`config.mk`:
```
export PLATFORM = sky130hd
export DESIGN_NAME = matrix_add_sub_mul
export DESIGN_NICKNAME = d
export VERILOG_FILES = /design/src/hw/rtl/mas_pkg.sv /design/src/hw/rtl/matrix_add_sub_mul.sv /design/src/hw/rtl/mas_front.sv /design/src/hw/rtl/mas_queue.sv /design/src/hw/rtl/mas_back.sv
export SDC_FILE = /design/constraint.sdc
export NUM_CORES = 2
export LEC_CHECK = 0
export BUFFER_PORTS_ARGS = -buffer_cell sky130_fd_sc_hd__buf_2
export CELL_PAD_IN_SITES_DETAIL_PLACEMENT = 1
export CELL_PAD_IN_SITES_GLOBAL_PLACEMENT = 1
export CORE_MARGIN = 2
export CORE_UTILIZATION = 50
export DETAILED_ROUTE_END_ITERATION = 16
export HOLD_SLACK_MARGIN = 0.1
export PLACE_DENSITY = 0.85
export SKIP_LAST_GASP = 1
export SYNTH_ARGS = -nofsm -noshare
export SYNTH_HDL_FRONTEND = slang
export SYNTH_SLANG_ARGS = --single-unit
```
`constraint.sdc`:
```
create_clock -name clk_i -period 6.9 [get_ports clk_i]
set_clock_uncertainty 0.05 [all_clocks]
set_input_delay 0 -clock clk_i [delete_from_list [all_inputs] [get_ports clk_i]]
set_output_delay 0 -clock clk_i [all_outputs]
set_load 0.01 [all_outputs]
```
`src/hw/rtl/mas_pkg.sv`:
```
package mas_pkg;

  localparam int unsigned QUEUE_DEPTH = 2;

  localparam logic [1:0] FUNC_LOAD_A = 2'd0;
  localparam logic [1:0] FUNC_LOAD_B = 2'd1;
  localparam logic [1:0] FUNC_RUN    = 2'd2;

  localparam logic [1:0] CFG_NUM_ROWS = 2'd0;
  localparam logic [1:0] CFG_NUM_COLS = 2'd1;
  localparam logic [1:0] CFG_OP_MODE  = 2'd2;

  localparam logic [1:0] MODE_ADD     = 2'd0;
  localparam logic [1:0] MODE_SUB     = 2'd1;
  localparam logic [1:0] MODE_MUL     = 2'd2;
  localparam logic [1:0] MODE_MUL_ALT = 2'd3;

  localparam logic [3:0] NUM_ROWS_RST = 4'd8;
  localparam logic [3:0] NUM_COLS_RST = 4'd8;

  typedef enum logic [1:0] {
    CMD_LOAD_A,
    CMD_LOAD_B,
    CMD_RUN
  } cmd_e;

  typedef enum logic [1:0] {
    OP_ADD,
    OP_SUB,
    OP_MUL
  } op_e;

  typedef enum logic [1:0] {
    BK_IDLE,
    BK_ISSUE,
    BK_DRAIN
  } back_state_e;

  typedef struct packed {
    logic [1:0]         func;
    logic [2:0]         row;
    logic [2:0]         col;
    logic signed [15:0] value;
  } in_t;

  typedef struct packed {
    logic [2:0]         out_row;
    logic [2:0]         out_col;
    logic signed [31:0] result;
    logic               last;
  } out_t;

  typedef struct packed {
    logic [3:0] num_rows;
    logic [3:0] num_cols;
    logic [1:0] op_mode;
  } cfg_t;

  typedef struct packed {
    cmd_e               kind;
    logic [2:0]         row;
    logic [2:0]         col;
    logic signed [15:0] value;
  } cmd_t;

  typedef struct packed {
    logic full;
    logic empty;
  } q_status_t;

endpackage

```
`src/hw/rtl/matrix_add_sub_mul.sv`:
```
// Integer matrix engine computing A+B, A-B or A times B on matrices of up to
// MAX_DIM by MAX_DIM signed elements.
// Input items arrive on the in channel (valid, stall, payload). An item either
// writes one element of A or B at its row and column, or starts a run. A run
// delivers the result matrix on the out channel in row-major order, one
// transfer per element, with last set on the final element.
// The configuration port sets row count, column count and operation; the user
// writes it only while no run is in progress; the block does not enforce it.
// Items pass through a two-entry command queue, so the input side keeps
// taking items while a run is being carried out, until the queue is full.
// While it issues a result element, the execution unit does one
// multiply-accumulate per cycle; its memory read, multiply and accumulate
// are registered stages.
// A stalled result waits in the output register and holds the execution unit.
// Reset restores the default configuration (8 by 8, add) and empties the
// queue; the element memories keep no defined contents until written.
module matrix_add_sub_mul #(
  parameter int MAX_DIM   = 8,
  parameter int ELEM_BITS = 16
) (
  input  logic          clk_i,
  input  logic          rst_ni,
  input  logic          in_valid_i,
  output logic          in_stall_o,
  input  mas_pkg::in_t  in_data_i,
  output logic          out_valid_o,
  input  logic          out_stall_i,
  output mas_pkg::out_t out_data_o,
  input  logic          cfg_we_i,
  input  logic [1:0]    cfg_idx_i,
  input  logic [3:0]    cfg_data_i
);
  import mas_pkg::*;

  cfg_t      cfg_q;
  q_status_t q_stat;
  cmd_t      push_data, pop_data;
  logic      q_push, q_pop;
  int unsigned rows_lim, cols_lim;

  always_ff @(posedge clk_i or negedge rst_ni) begin
    if (!rst_ni) begin
      cfg_q.num_rows <= NUM_ROWS_RST;
      cfg_q.num_cols <= NUM_COLS_RST;
      cfg_q.op_mode  <= MODE_ADD;
    end else if (cfg_we_i) begin
      unique case (cfg_idx_i)
        CFG_NUM_ROWS: cfg_q.num_rows <= cfg_data_i;
        CFG_NUM_COLS: cfg_q.num_cols <= cfg_data_i;
        CFG_OP_MODE:  cfg_q.op_mode  <= cfg_data_i[1:0];
        default: ;
      endcase
    end
  end

  mas_front #(
    .MAX_DIM(MAX_DIM)
  ) u_front (
    .in_valid_i (in_valid_i),
    .in_stall_o (in_stall_o),
    .in_data_i  (in_data_i),
    .cfg_i      (cfg_q),
    .q_stat_i   (q_stat),
    .push_o     (q_push),
    .push_data_o(push_data)
  );

  mas_queue u_queue (
    .clk_i      (clk_i),
    .rst_ni     (rst_ni),
    .push_i     (q_push),
    .push_data_i(push_data),
    .pop_i      (q_pop),
    .pop_data_o (pop_data),
    .q_stat_o   (q_stat)
  );

  mas_back #(
    .MAX_DIM  (MAX_DIM),
    .ELEM_BITS(ELEM_BITS)
  ) u_back (
    .clk_i      (clk_i),
    .rst_ni     (rst_ni),
    .cfg_i      (cfg_q),
    .q_stat_i   (q_stat),
    .pop_data_i (pop_data),
    .pop_o      (q_pop),
    .out_valid_o(out_valid_o),
    .out_stall_i(out_stall_i),
    .out_data_o (out_data_o)
  );

  assign rows_lim = (int'(cfg_q.num_rows) > MAX_DIM) ? MAX_DIM : int'(cfg_q.num_rows);
  assign cols_lim = (int'(cfg_q.num_cols) > MAX_DIM) ? MAX_DIM : int'(cfg_q.num_cols);

  a_push_not_full: assert property (@(posedge clk_i) disable iff (!rst_ni)
    q_push |-> !q_stat.full)
    else $error("command pushed into a full queue");

  a_pop_not_empty: assert property (@(posedge clk_i) disable iff (!rst_ni)
    q_pop |-> !q_stat.empty)
    else $error("command popped from an empty queue");

  a_row_in_range: assert property (@(posedge clk_i) disable iff (!rst_ni)
    out_valid_o |-> int'(out_data_o.out_row) < rows_lim)
    else $error("result row outside the configured matrix");

  a_last_col: assert property (@(posedge clk_i) disable iff (!rst_ni)
    out_valid_o && out_data_o.last |-> out_data_o.out_col == 3'(cols_lim - 1))
    else $error("last flag on a column other than the final one");

endmodule

```
`src/hw/rtl/mas_front.sv`:
```
module mas_front #(
  parameter int MAX_DIM = 8
) (
  input  logic              in_valid_i,
  output logic              in_stall_o,
  input  mas_pkg::in_t      in_data_i,
  input  mas_pkg::cfg_t     cfg_i,
  input  mas_pkg::q_status_t q_stat_i,
  output logic              push_o,
  output mas_pkg::cmd_t     push_data_o
);
  import mas_pkg::*;

  logic keep;
  cmd_e kind;

  always_comb begin
    keep = 1'b0;
    kind = CMD_RUN;
    unique case (in_data_i.func)
      FUNC_LOAD_A: begin
        kind = CMD_LOAD_A;
        keep = (int'(in_data_i.row) < MAX_DIM) && (int'(in_data_i.col) < MAX_DIM);
      end
      FUNC_LOAD_B: begin
        kind = CMD_LOAD_B;
        keep = (int'(in_data_i.row) < MAX_DIM) && (int'(in_data_i.col) < MAX_DIM);
      end
      FUNC_RUN: begin
        kind = CMD_RUN;
        keep = (cfg_i.num_rows != 4'd0) && (cfg_i.num_cols != 4'd0);
      end
      default: begin
        keep = 1'b0;
      end
    endcase
  end

  assign in_stall_o = q_stat_i.full;
  assign push_o     = in_valid_i && !q_stat_i.full && keep;

  assign push_data_o.kind  = kind;
  assign push_data_o.row   = in_data_i.row;
  assign push_data_o.col   = in_data_i.col;
  assign push_data_o.value = in_data_i.value;

endmodule

```
`src/hw/rtl/mas_queue.sv`:
```
module mas_queue (
  input  logic               clk_i,
  input  logic               rst_ni,
  input  logic               push_i,
  input  mas_pkg::cmd_t      push_data_i,
  input  logic               pop_i,
  output mas_pkg::cmd_t      pop_data_o,
  output mas_pkg::q_status_t q_stat_o
);
  import mas_pkg::*;

  localparam int unsigned PW = $clog2(QUEUE_DEPTH);
  localparam int unsigned CW = $clog2(QUEUE_DEPTH + 1);

  cmd_t          entry_q [QUEUE_DEPTH];
  logic [PW-1:0] wr_ptr_q, wr_ptr_d;
  logic [PW-1:0] rd_ptr_q, rd_ptr_d;
  logic [CW-1:0] count_q, count_d;
  logic          do_push, do_pop;

  assign q_stat_o.full  = (count_q == CW'(QUEUE_DEPTH));
  assign q_stat_o.empty = (count_q == '0);
  assign do_push        = push_i && !q_stat_o.full;
  assign do_pop         = pop_i && !q_stat_o.empty;
  assign pop_data_o     = entry_q[rd_ptr_q];

  always_comb begin
    wr_ptr_d = wr_ptr_q;
    rd_ptr_d = rd_ptr_q;
    count_d  = count_q;
    if (do_push) begin
      wr_ptr_d = (wr_ptr_q == PW'(QUEUE_DEPTH - 1)) ? '0 : wr_ptr_q + PW'(1);
    end
    if (do_pop) begin
      rd_ptr_d = (rd_ptr_q == PW'(QUEUE_DEPTH - 1)) ? '0 : rd_ptr_q + PW'(1);
    end
    if (do_push && !do_pop) begin
      count_d = count_q + CW'(1);
    end else if (do_pop && !do_push) begin
      count_d = count_q - CW'(1);
    end
  end

  always_ff @(posedge clk_i or negedge rst_ni) begin
    if (!rst_ni) begin
      wr_ptr_q <= '0;
      rd_ptr_q <= '0;
      count_q  <= '0;
    end else begin
      wr_ptr_q <= wr_ptr_d;
      rd_ptr_q <= rd_ptr_d;
      count_q  <= count_d;
    end
  end

  always_ff @(posedge clk_i) begin
    if (do_push) begin
      entry_q[wr_ptr_q] <= push_data_i;
    end
  end

endmodule

```
`src/hw/rtl/mas_back.sv`:
```
module mas_back #(
  parameter int MAX_DIM   = 8,
  parameter int ELEM_BITS = 16
) (
  input  logic               clk_i,
  input  logic               rst_ni,
  input  mas_pkg::cfg_t      cfg_i,
  input  mas_pkg::q_status_t q_stat_i,
  input  mas_pkg::cmd_t      pop_data_i,
  output logic               pop_o,
  output logic               out_valid_o,
  input  logic               out_stall_i,
  output mas_pkg::out_t      out_data_o
);
  import mas_pkg::*;

  localparam int DEPTH = MAX_DIM * MAX_DIM;
  localparam int AW    = (DEPTH > 1) ? $clog2(DEPTH) : 1;
  localparam int IW    = (MAX_DIM > 1) ? $clog2(MAX_DIM) : 1;
  localparam int DW    = $clog2(MAX_DIM + 1);
  localparam int MW    = 2 * ELEM_BITS;
  localparam int PW    = (2 * ELEM_BITS > 32) ? 2 * ELEM_BITS : 32;

  back_state_e state_q, state_d;
  op_e         op;

  logic signed [ELEM_BITS-1:0] mem_a [DEPTH];
  logic signed [ELEM_BITS-1:0] mem_b [DEPTH];
  logic signed [ELEM_BITS-1:0] rd_a_q, rd_b_q;
  logic signed [ELEM_BITS-1:0] wr_elem;
  logic [AW-1:0]               wr_addr, addr_a, addr_b;

  logic [IW-1:0] i_q, j_q, k_q;
  logic [IW-1:0] a_col, b_row;
  logic [DW-1:0] rows_eff, cols_eff;
  logic          i_last, j_last, k_last;

  logic pop, we_a, we_b, start, issue, emit, slot_free;

  logic s1_vld_q, s1_last_q, s2_vld_q, s2_last_q, done_q;
  logic signed [31:0]          term, term_q, acc_q;
  logic signed [2*ELEM_BITS-1:0] prod_full;
  logic signed [PW-1:0]        prod_ext;

  logic out_valid_q;
  out_t out_data_q;

  always_comb begin
    unique case (cfg_i.op_mode) inside
      MODE_MUL, MODE_MUL_ALT: op = OP_MUL;
      MODE_SUB:               op = OP_SUB;
      default:                op = OP_ADD;
    endcase
  end

  assign rows_eff = (int'(cfg_i.num_rows) > MAX_DIM) ? DW'(MAX_DIM) : DW'(cfg_i.num_rows);
  assign cols_eff = (int'(cfg_i.num_cols) > MAX_DIM) ? DW'(MAX_DIM) : DW'(cfg_i.num_cols);

  assign i_last = (DW'(i_q) == rows_eff - DW'(1));
  assign j_last = (DW'(j_q) == cols_eff - DW'(1));
  assign k_last = (op == OP_MUL) ? (DW'(k_q) == cols_eff - DW'(1)) : 1'b1;

  assign a_col  = (op == OP_MUL) ? k_q : j_q;
  assign b_row  = (op == OP_MUL) ? k_q : i_q;
  assign addr_a = AW'(i_q) * AW'(MAX_DIM) + AW'(a_col);
  assign addr_b = AW'(b_row) * AW'(MAX_DIM) + AW'(j_q);

  assign wr_addr = AW'(pop_data_i.row) * AW'(MAX_DIM) + AW'(pop_data_i.col);
  assign wr_elem = ELEM_BITS'(pop_data_i.value);

  assign slot_free = !out_valid_q || !out_stall_i;

  always_comb begin
    state_d = state_q;
    pop     = 1'b0;
    we_a    = 1'b0;
    we_b    = 1'b0;
    start   = 1'b0;
    issue   = 1'b0;
    emit    = 1'b0;
    unique case (state_q)
      BK_IDLE: begin
        if (!q_stat_i.empty) begin
          pop = 1'b1;
          unique case (pop_data_i.kind)
            CMD_LOAD_A: we_a = 1'b1;
            CMD_LOAD_B: we_b = 1'b1;
            CMD_RUN: begin
              start   = 1'b1;
              state_d = BK_ISSUE;
            end
            default: ;
          endcase
        end
      end
      BK_ISSUE: begin
        issue = 1'b1;
        if (k_last) begin
          state_d = BK_DRAIN;
        end
      end
      BK_DRAIN: begin
        if (done_q && slot_free) begin
          emit    = 1'b1;
          state_d = (i_last && j_last) ? BK_IDLE : BK_ISSUE;
        end
      end
      default: state_d = BK_IDLE;
    endcase
  end

  assign pop_o = pop;

  always_ff @(posedge clk_i or negedge rst_ni) begin
    if (!rst_ni) begin
      state_q <= BK_IDLE;
    end else begin
      state_q <= state_d;
    end
  end

  always_ff @(posedge clk_i or negedge rst_ni) begin
    if (!rst_ni) begin
      i_q <= '0;
      j_q <= '0;
      k_q <= '0;
    end else if (start) begin
      i_q <= '0;
      j_q <= '0;
      k_q <= '0;
    end else begin
      if (issue) begin
        k_q <= k_last ? '0 : k_q + IW'(1);
      end
      if (emit) begin
        if (j_last) begin
          j_q <= '0;
          i_q <= i_q + IW'(1);
        end else begin
          j_q <= j_q + IW'(1);
        end
      end
    end
  end

  always_ff @(posedge clk_i) begin
    if (we_a) begin
      mem_a[wr_addr] <= wr_elem;
    end
    if (we_b) begin
      mem_b[wr_addr] <= wr_elem;
    end
    if (issue) begin
      rd_a_q <= mem_a[addr_a];
      rd_b_q <= mem_b[addr_b];
    end
  end

  assign prod_full = MW'(rd_a_q) * MW'(rd_b_q);
  assign prod_ext  = PW'(prod_full);

  always_comb begin
    unique case (op)
      OP_MUL:  term = prod_ext[31:0];
      OP_SUB:  term = 32'(rd_a_q) - 32'(rd_b_q);
      default: term = 32'(rd_a_q) + 32'(rd_b_q);
    endcase
  end

  always_ff @(posedge clk_i) begin
    if (s1_vld_q) begin
      term_q <= term;
    end
  end

  always_ff @(posedge clk_i or negedge rst_ni) begin
    if (!rst_ni) begin
      s1_vld_q  <= 1'b0;
      s1_last_q <= 1'b0;
      s2_vld_q  <= 1'b0;
      s2_last_q <= 1'b0;
      done_q    <= 1'b0;
      acc_q     <= '0;
    end else begin
      s1_vld_q  <= issue;
      s1_last_q <= issue && k_last;
      s2_vld_q  <= s1_vld_q;
      s2_last_q <= s1_last_q;
      if (emit) begin
        acc_q  <= '0;
        done_q <= 1'b0;
      end else if (s2_vld_q) begin
        acc_q  <= acc_q + term_q;
        done_q <= s2_last_q;
      end
    end
  end

  always_ff @(posedge clk_i or negedge rst_ni) begin
    if (!rst_ni) begin
      out_valid_q <= 1'b0;
    end else if (emit) begin
      out_valid_q <= 1'b1;
    end else if (!out_stall_i) begin
      out_valid_q <= 1'b0;
    end
  end

  always_ff @(posedge clk_i) begin
    if (emit) begin
      out_data_q.out_row <= 3'(i_q);
      out_data_q.out_col <= 3'(j_q);
      out_data_q.result  <= acc_q;
      out_data_q.last    <= i_last && j_last;
    end
  end

  assign out_valid_o = out_valid_q;
  assign out_data_o  = out_data_q;

endmodule

```
-- Yosys cells after proc, flatten, opt, wreduce, memory -nomap -nowiden
Memories as Yosys holds them, arrays and structs flattened. A register that Yosys moved wholly into a read port is not among the register bits.
Cells that the tools add are included.
- output and inout port bits: 41
- logic and storage cells: 155
- memories: 3
- input bits: 35
- memory bits (writable): 2096
- bits in registers: 134
- equal/unequal tests: 22
- multiply operators: 1
- reduce and logical (&&, ||, !) cells: 36
- magnitude comparators: 2
- multiplexer cells: 54
- $add $sub $neg: 15
- memory list (memory ; words ; bits a word ; read ports ; clocked after Yosys merged registers in ; write ports ; RTL line ; RTL):
    u_back.mem_a ; 64 ; 16 ; 1 ; 1 ; 1 ; mas_back.sv:27 ; logic signed [ELEM_BITS-1:0] mem_a [DEPTH];
    u_back.mem_b ; 64 ; 16 ; 1 ; 1 ; 1 ; mas_back.sv:28 ; logic signed [ELEM_BITS-1:0] mem_b [DEPTH];
    u_queue.entry_q ; 2 ; 24 ; 1 ; 0 ; 1 ; mas_queue.sv:15 ; cmd_t entry_q [QUEUE_DEPTH];
- operators by type and width (cell ; number):
    32-bit 2-to-1 mux ; 2
    32-bit one-hot mux with 2 select lines ; 1
    3-bit 2-to-1 mux ; 11
    32-bit adder ; 1
    16-bit by 16-bit multiplier with 32-bit output ; 1
    1-bit 2-to-1 mux ; 28
    6-bit by 3-bit adder with 6-bit output ; 3
    16-bit by 16-bit adder with 17-bit output ; 1
    16-bit by 16-bit subtractor with 17-bit output ; 1
    2-bit equality test, second input constant ; 8
    2-bit by 1-bit equality test with 1-bit output, second input constant ; 6
    3-bit by 4-bit equality test with 1-bit output ; 3
    2-bit 2-to-1 mux ; 6
    1-bit logical AND ; 10
    2-bit zero test ; 5
    2-bit nonzero test ; 5
    3-bit by 1-bit adder with 3-bit output, second input constant ; 3
    4-bit > comparator, second input constant ; 2
    4-bit 2-to-1 mux ; 2
    2-bit one-hot mux with 2 select lines ; 2
    2-bit AND reduction ; 4
    4-bit nonzero test ; 2
    4-bit by 1-bit subtractor with 4-bit output, second input constant ; 2
    1-bit zero test ; 6
    other kinds (10) ; 15

-- Logic depth before layout (Yosys ltp)
- depth in word-level cells: 9
- gate-level depth with buffers: 23
- mapped depth without buffers: 22

-- Cells and area by module
From an unflattened synthesis, not the netlist that was laid out.
- cell total of the unflattened synthesis: 5176
- area, all modules: 99276.5 um^2
- by module, submodules not included (module ; times used ; area each (um^2) ; cells each):
    mas_back ; 1 ; 96620.2 ; 5029
    mas_queue ; 1 ; 2030.7 ; 94
    matrix_add_sub_mul ; 1 ; 399.1 ; 23
    mas_front ; 1 ; 226.5 ; 30

-- Worst setup path after synthesis
OpenSTA, ideal clock, no wires.
- path type: register -> register
- start point: register u_back.rd_a_q[15], read port of u_back.mem_a
- end point: register u_back.term_q[31] (data pin)
- setup time: 272 ps
- cell stages (with the launch flop): 21
- period minus slack after synthesis: 6517 ps
- path buffers: 1
- arrival: 6195 ps
- path slack: 383 ps
- path through: edfxtp_1 > clkbuf_1 > nand2_1 > inv_1 > fa_1 > fa_1 > fa_1 > fa_1 > fa_1 > inv_1 > fa_1 > inv_1 > ha_1 > a21o_1 > a31o_2 > a21o_1 > a211o_1 > o22a_1 > a211oi_1 > mux2i_1 > nand4b_1
- longest elaborated chain between the ends: 2
- elaborated cells on any way between the ends: 4
- those cells by class: add/sub: 2; mul: 1; mux: 1
- RTL lines (what ; RTL line ; RTL):
    start, declared ; mas_back.sv:29 ; logic signed [ELEM_BITS-1:0] rd_a_q, rd_b_q;
    16-bit by 16-bit multiplier with 32-bit output (tied with other cells) ; mas_back.sv:159 ; assign prod_full = MW'(rd_a_q) * MW'(rd_b_q);
    32-bit one-hot mux with 2 select lines * ; mas_back.sv:163 ; unique case (op)
    via u_back.term[31] ; mas_back.sv:41 ; logic signed [31:0] term, term_q, acc_q;
    end signal, assigned ; mas_back.sv:172 ; term_q <= term;
    end, declared ; mas_back.sv:41 ;
Mark *: on every way through the listed nets, which the timed path passes. The rest lies on a longest branch.
A chain may end at the register's enable or synchronous reset.

-- Worst setup path after layout
- start point: register u_back.rd_b_q[6], read port of u_back.mem_b
- end point: register u_back.term_q[30] (data pin)
- longest elaborated chain between the ends: 2
- elaborated cells on any way between the ends: 4
- those cells by class: add/sub: 2; mul: 1; mux: 1
- RTL lines (what ; RTL line):
    start, declared ; mas_back.sv:29
    16-bit by 16-bit multiplier with 32-bit output (tied with other cells) ; mas_back.sv:159
    32-bit one-hot mux with 2 select lines * ; mas_back.sv:163
    via u_back.term[30] ; mas_back.sv:41
Marks and branches as above.

==> impl_metrics.csv <==
group,metric,value,unit
run_status,status,"finished, violations left",
run_status,violations,"max-capacitance violations, max-slew violations",
sta,fin_ws,0.212,ns
worst_hold_path,min_to,"cfg_q[8]$_DFFE_PN0P_",
critical_path,path_class,"flip-flop to flip-flop",
yosys,synth_common_cells,"edfxtp_1 (2199), mux4_2 (656), inv_1 (356)",
global_routing,grt_pass1_vias,57900,
sta,fmax,150,MHz
route,wl,296000,um
critical_path,rr_worst_depth,21,
clock_tree,cts_sinks,2262,
cells_and_area,register_area,67600,um^2
placed_design,dp_cells,7849,
cells_and_area,final_cells,8342,
cells_and_area,areaGrowthSynthToFinish,13.3,%
yosys,syn-cell-area,98900,um^2
floorplanning,die_w,449,um
floorplanning,rows,163,
sta,period_share,0.969,
cells_and_area,stdcell_area,112000,um^2
route,ant_nets,0,
worst_hold_path,hp-class,"input pin to flip-flop",
clock_tree,clkTransAtPathRegs,0.07,ns
sta,hold_violations,0,
clock_tree,cts_root_buffer,"clkbuf_16",
critical_path,critPathArrivalTime,7.15,ns
placed_design,portBuffers,75,
critical_path,end_kind,"flip-flop",
yosys,synth_top_area_share,0.668,
cells_and_area,drive_above_1_share,0.241,
sta,fin_setup_tns,0,ns
route,detail_route.iter0.violations,7653,
placed_design,gp_congestion,0.887,
cells_and_area,finalNetCount,5961,
critical_path,r2r-start,"u_back.rd_b_q[6]$_DFFE_PP_",
sta,drv_slew,9,
yosys,synth_area_per_cell,19.3,um^2
floorplanning,ioPinCount,76,
global_routing,grt-ovfl-total,0,
global_routing,grt_use_total,0.295,
yosys,yosysTopAreaCell,"edfxtp_1",
yosys,syn-num-nets,5580,
floorplanning,initial_core_util,0.502,
clock_tree,htree_levels,4,
route,drc,0,
yosys,synthCells,5128,
yosys,synth-xor-area-share,0.00709,
route,vias_per_cell,6.58,
yosys,yosysMostFrequentCell,"edfxtp_1",
placed_design,placed_area,104000,um^2
yosys,synth_compound_area_frac,0.0230,
yosys,synth_enable_flop_cells,2199,
yosys,yosys_warnings,0,
flow_run,drv_cap,1,
placed_design,hpwl,163000,um
clock_tree,clk-insertion-delay-late,0.90,ns
critical_path,startpoint_type,"flip-flop",
clock_tree,cts_tree,"built",
yosys,synth_cell_type_count,69,
route,via_count,54900,
floorplanning,core_area,197000,um^2
clock_tree,ctsLongestPathBuffers,3,
yosys,synth_top_family_by_area,"multiplexers",
yosys,synth-async-reset-ratio,0.0279,
critical_path,cp_max_fo,6,
route,dr.pass1.iters,6,
critical_path,reg2reg_slack,0.21,ns
clock_tree,cts_buffers,218,
sta,relSlewSlack,-0.0393,
yosys,synth-main-ff-cell,"edfxtp_1",
sta,tightest_slew,1.55,ns
global_routing,grt_pass1_wl,428000,um
cells_and_area,multi_input_area,29200,um^2
worst_hold_path,worstHoldStart,"cfg_idx_i[0]",
yosys,synth_sequential_area_ratio,0.684,
yosys,synthTopCellsByArea,"edfxtp_1 (67%), mux4_2 (15%), fa_1 (5.4%), ha_1 (1.9%), dfrtp_1 (1.5%)",
global_routing,grt_max_degree,146,
floorplanning,die_area,201000,um^2
sta,setup_viol,0,
critical_path,crit_required,7.36,ns
sta,layout_min_cycle_time,6.69,ns
critical_path,timing.rr.end,"u_back.term_q[30]$_DFFE_PP_",
route,wl_per_cell,35.4,um
yosys,synth_seq_cells,2262,
sta,rsz0062_at_grt,"no",
global_routing,antenna_found_initial,19,
cells_and_area,fillers,17100,
floorplanning,dieHeight,449,um
worst_hold_path,holdPathStages,4,
yosys,synthAdderAreaFrac,0.0729,
yosys,synth-simple-area-share,0.0337,
placed_design,dp_slack,0.173,ns
yosys,synthMuxAreaShare,0.157,
-- through the flow --
step	hold slack, ns	util
2_1_floorplan	-0.346	-
3_3_place_gp	-0.115	0.527
3_5_place_dp	-0.116	0.527
4_1_cts	0.176	0.568
5_1_grt	0.202	0.569
6_report	0.200	0.569
-- cell type report --
class                           count  area share
Clock buffer                      264      0.0510
Sequential cell                  2262       0.604
Multi-Input combinational cell   2286       0.261
Timing Repair Buffer              384      0.0267
Inverter                          357      0.0120
Antenna cell                        1   0.0000224
Clock inverter                    148      0.0162
Tap cell                         2640      0.0295
-- how the worst max path moves through the flow --
stage | cells past startpoint | slack [ns] | from | endpoint
global placement | 21 | 0.36 | u_back.rd_a_q[8]$_DFFE_PP_ | u_back.term_q[31]$_DFFE_PP_
finish | 21 | 0.21 | u_back.rd_b_q[6]$_DFFE_PP_ | u_back.term_q[30]$_DFFE_PP_
CTS | 20 | 0.11 | u_back.rd_a_q[15]$_DFFE_PP_ | u_back.term_q[31]$_DFFE_PP_
global route | 21 | 0.03 | u_back.rd_a_q[8]$_DFFE_PP_ | u_back.term_q[29]$_DFFE_PP_
floorplan | 20 | 0.38 | u_back.rd_a_q[15]$_DFFE_PP_ | u_back.term_q[31]$_DFFE_PP_
detailed placement | 20 | 0.17 | u_back.rd_a_q[15]$_DFFE_PP_ | u_back.term_q[31]$_DFFE_PP_
-- placed cells by master, fill, tap and decap left out, types with 15 or more instances in the layout --
master         synthesis  routed
o21a_1                15      15
buf_2                 40      74
inv_1                356     355
o21ai_0               80      80
nand3_1               32      32
xor2_1                25      25
nor2_1               239     234
clkinv_1               1      38
a21oi_1               74      74
a31oi_1               26      26
nand2_1              214     214
mux2_4                 0      16
xnor2_1               55      55
nor2b_1               17      17
nor3_1                17      17
fa_1                 265     264
and2_1               112     112
a21o_1                35      35
mux4_2               656     656
buf_4                  4     231
nand2b_1              24      24
nand3b_1              16      16
clkbuf_16              0     219
mux2i_1               34      28
a211oi_1              31      30
dfrtp_1               61      54
edfxtp_1            2199    2199
dlygate4sd3_1          0      70
clkinv_2               0      52
mux2_2                33      17
ha_1                 152     152
bufinv_16              0      30
clkbuf_1             154      39
-- timing repair --
item / 4_1_cts / 5_1_grt
setup buffers: 0 / 9
setup endpoints to repair: 0 / 2
resized for setup: 0 / 3
hold buffers: 71 / 0
hold endpoints to repair: 161 / 0
-- cell families after synthesis --
kind of cell / count (synthesis)
and+or+nand+nor: 717
muxes: 723
buffers and inverters: 580
adders and majority gates: 417
DFF: 2262
xor gates and xnor gates: 80
AOI/OAI and AO/OA: 349
-- sequential cells by signal, summed over array words and instances, names as in the netlist, 2 cells and up --
| name | count |
|---|---|
| u_queue.count_q | 2 |
| u_back.mem_b | 1024 |
| u_back.rd_a_q | 16 |
| u_back.state_q | 2 |
| u_back.k_q | 3 |
| u_back.term_q | 32 |
| cfg_q | 10 |
| u_back.rd_b_q | 16 |
| u_back.j_q | 3 |
| u_queue.entry_q | 48 |
| u_back.mem_a | 1024 |
| u_back.acc_q | 32 |
| u_back.out_data_o | 39 |
| u_back.i_q | 3 |
-- worst max-delay path, cell delays in order, from the launching register on --
cell and delay, ns:
edfxtp_1 0.42, buf_4 0.19, ha_1 0.29, fa_1 0.51, inv_1 0.05, fa_1 0.47
fa_1 0.52, inv_1 0.06, fa_1 0.49, fa_1 0.50, inv_1 0.06, fa_1 0.49
inv_1 0.05, ha_1 0.38, and3_1 0.18, o221ai_1 0.14, o2111ai_1 0.45, nand4_1 0.27
a31oi_1 0.25, o21ai_0 0.15, a21oi_1 0.18, o221ai_1 0.14
-- metal layers --
metal	GRT usage	part of all wire	vias up
met4	0.124	0.047	32
met3	0.0707	0.11	863
met1	0.383	0.35	28700
li1	-	-	20900
met2	0.480	0.49	4346
met5	0	0.00076	-
Power is not shown: default switching activity piles up to over one toggle a cycle in this logic, so the estimate is an artifact.
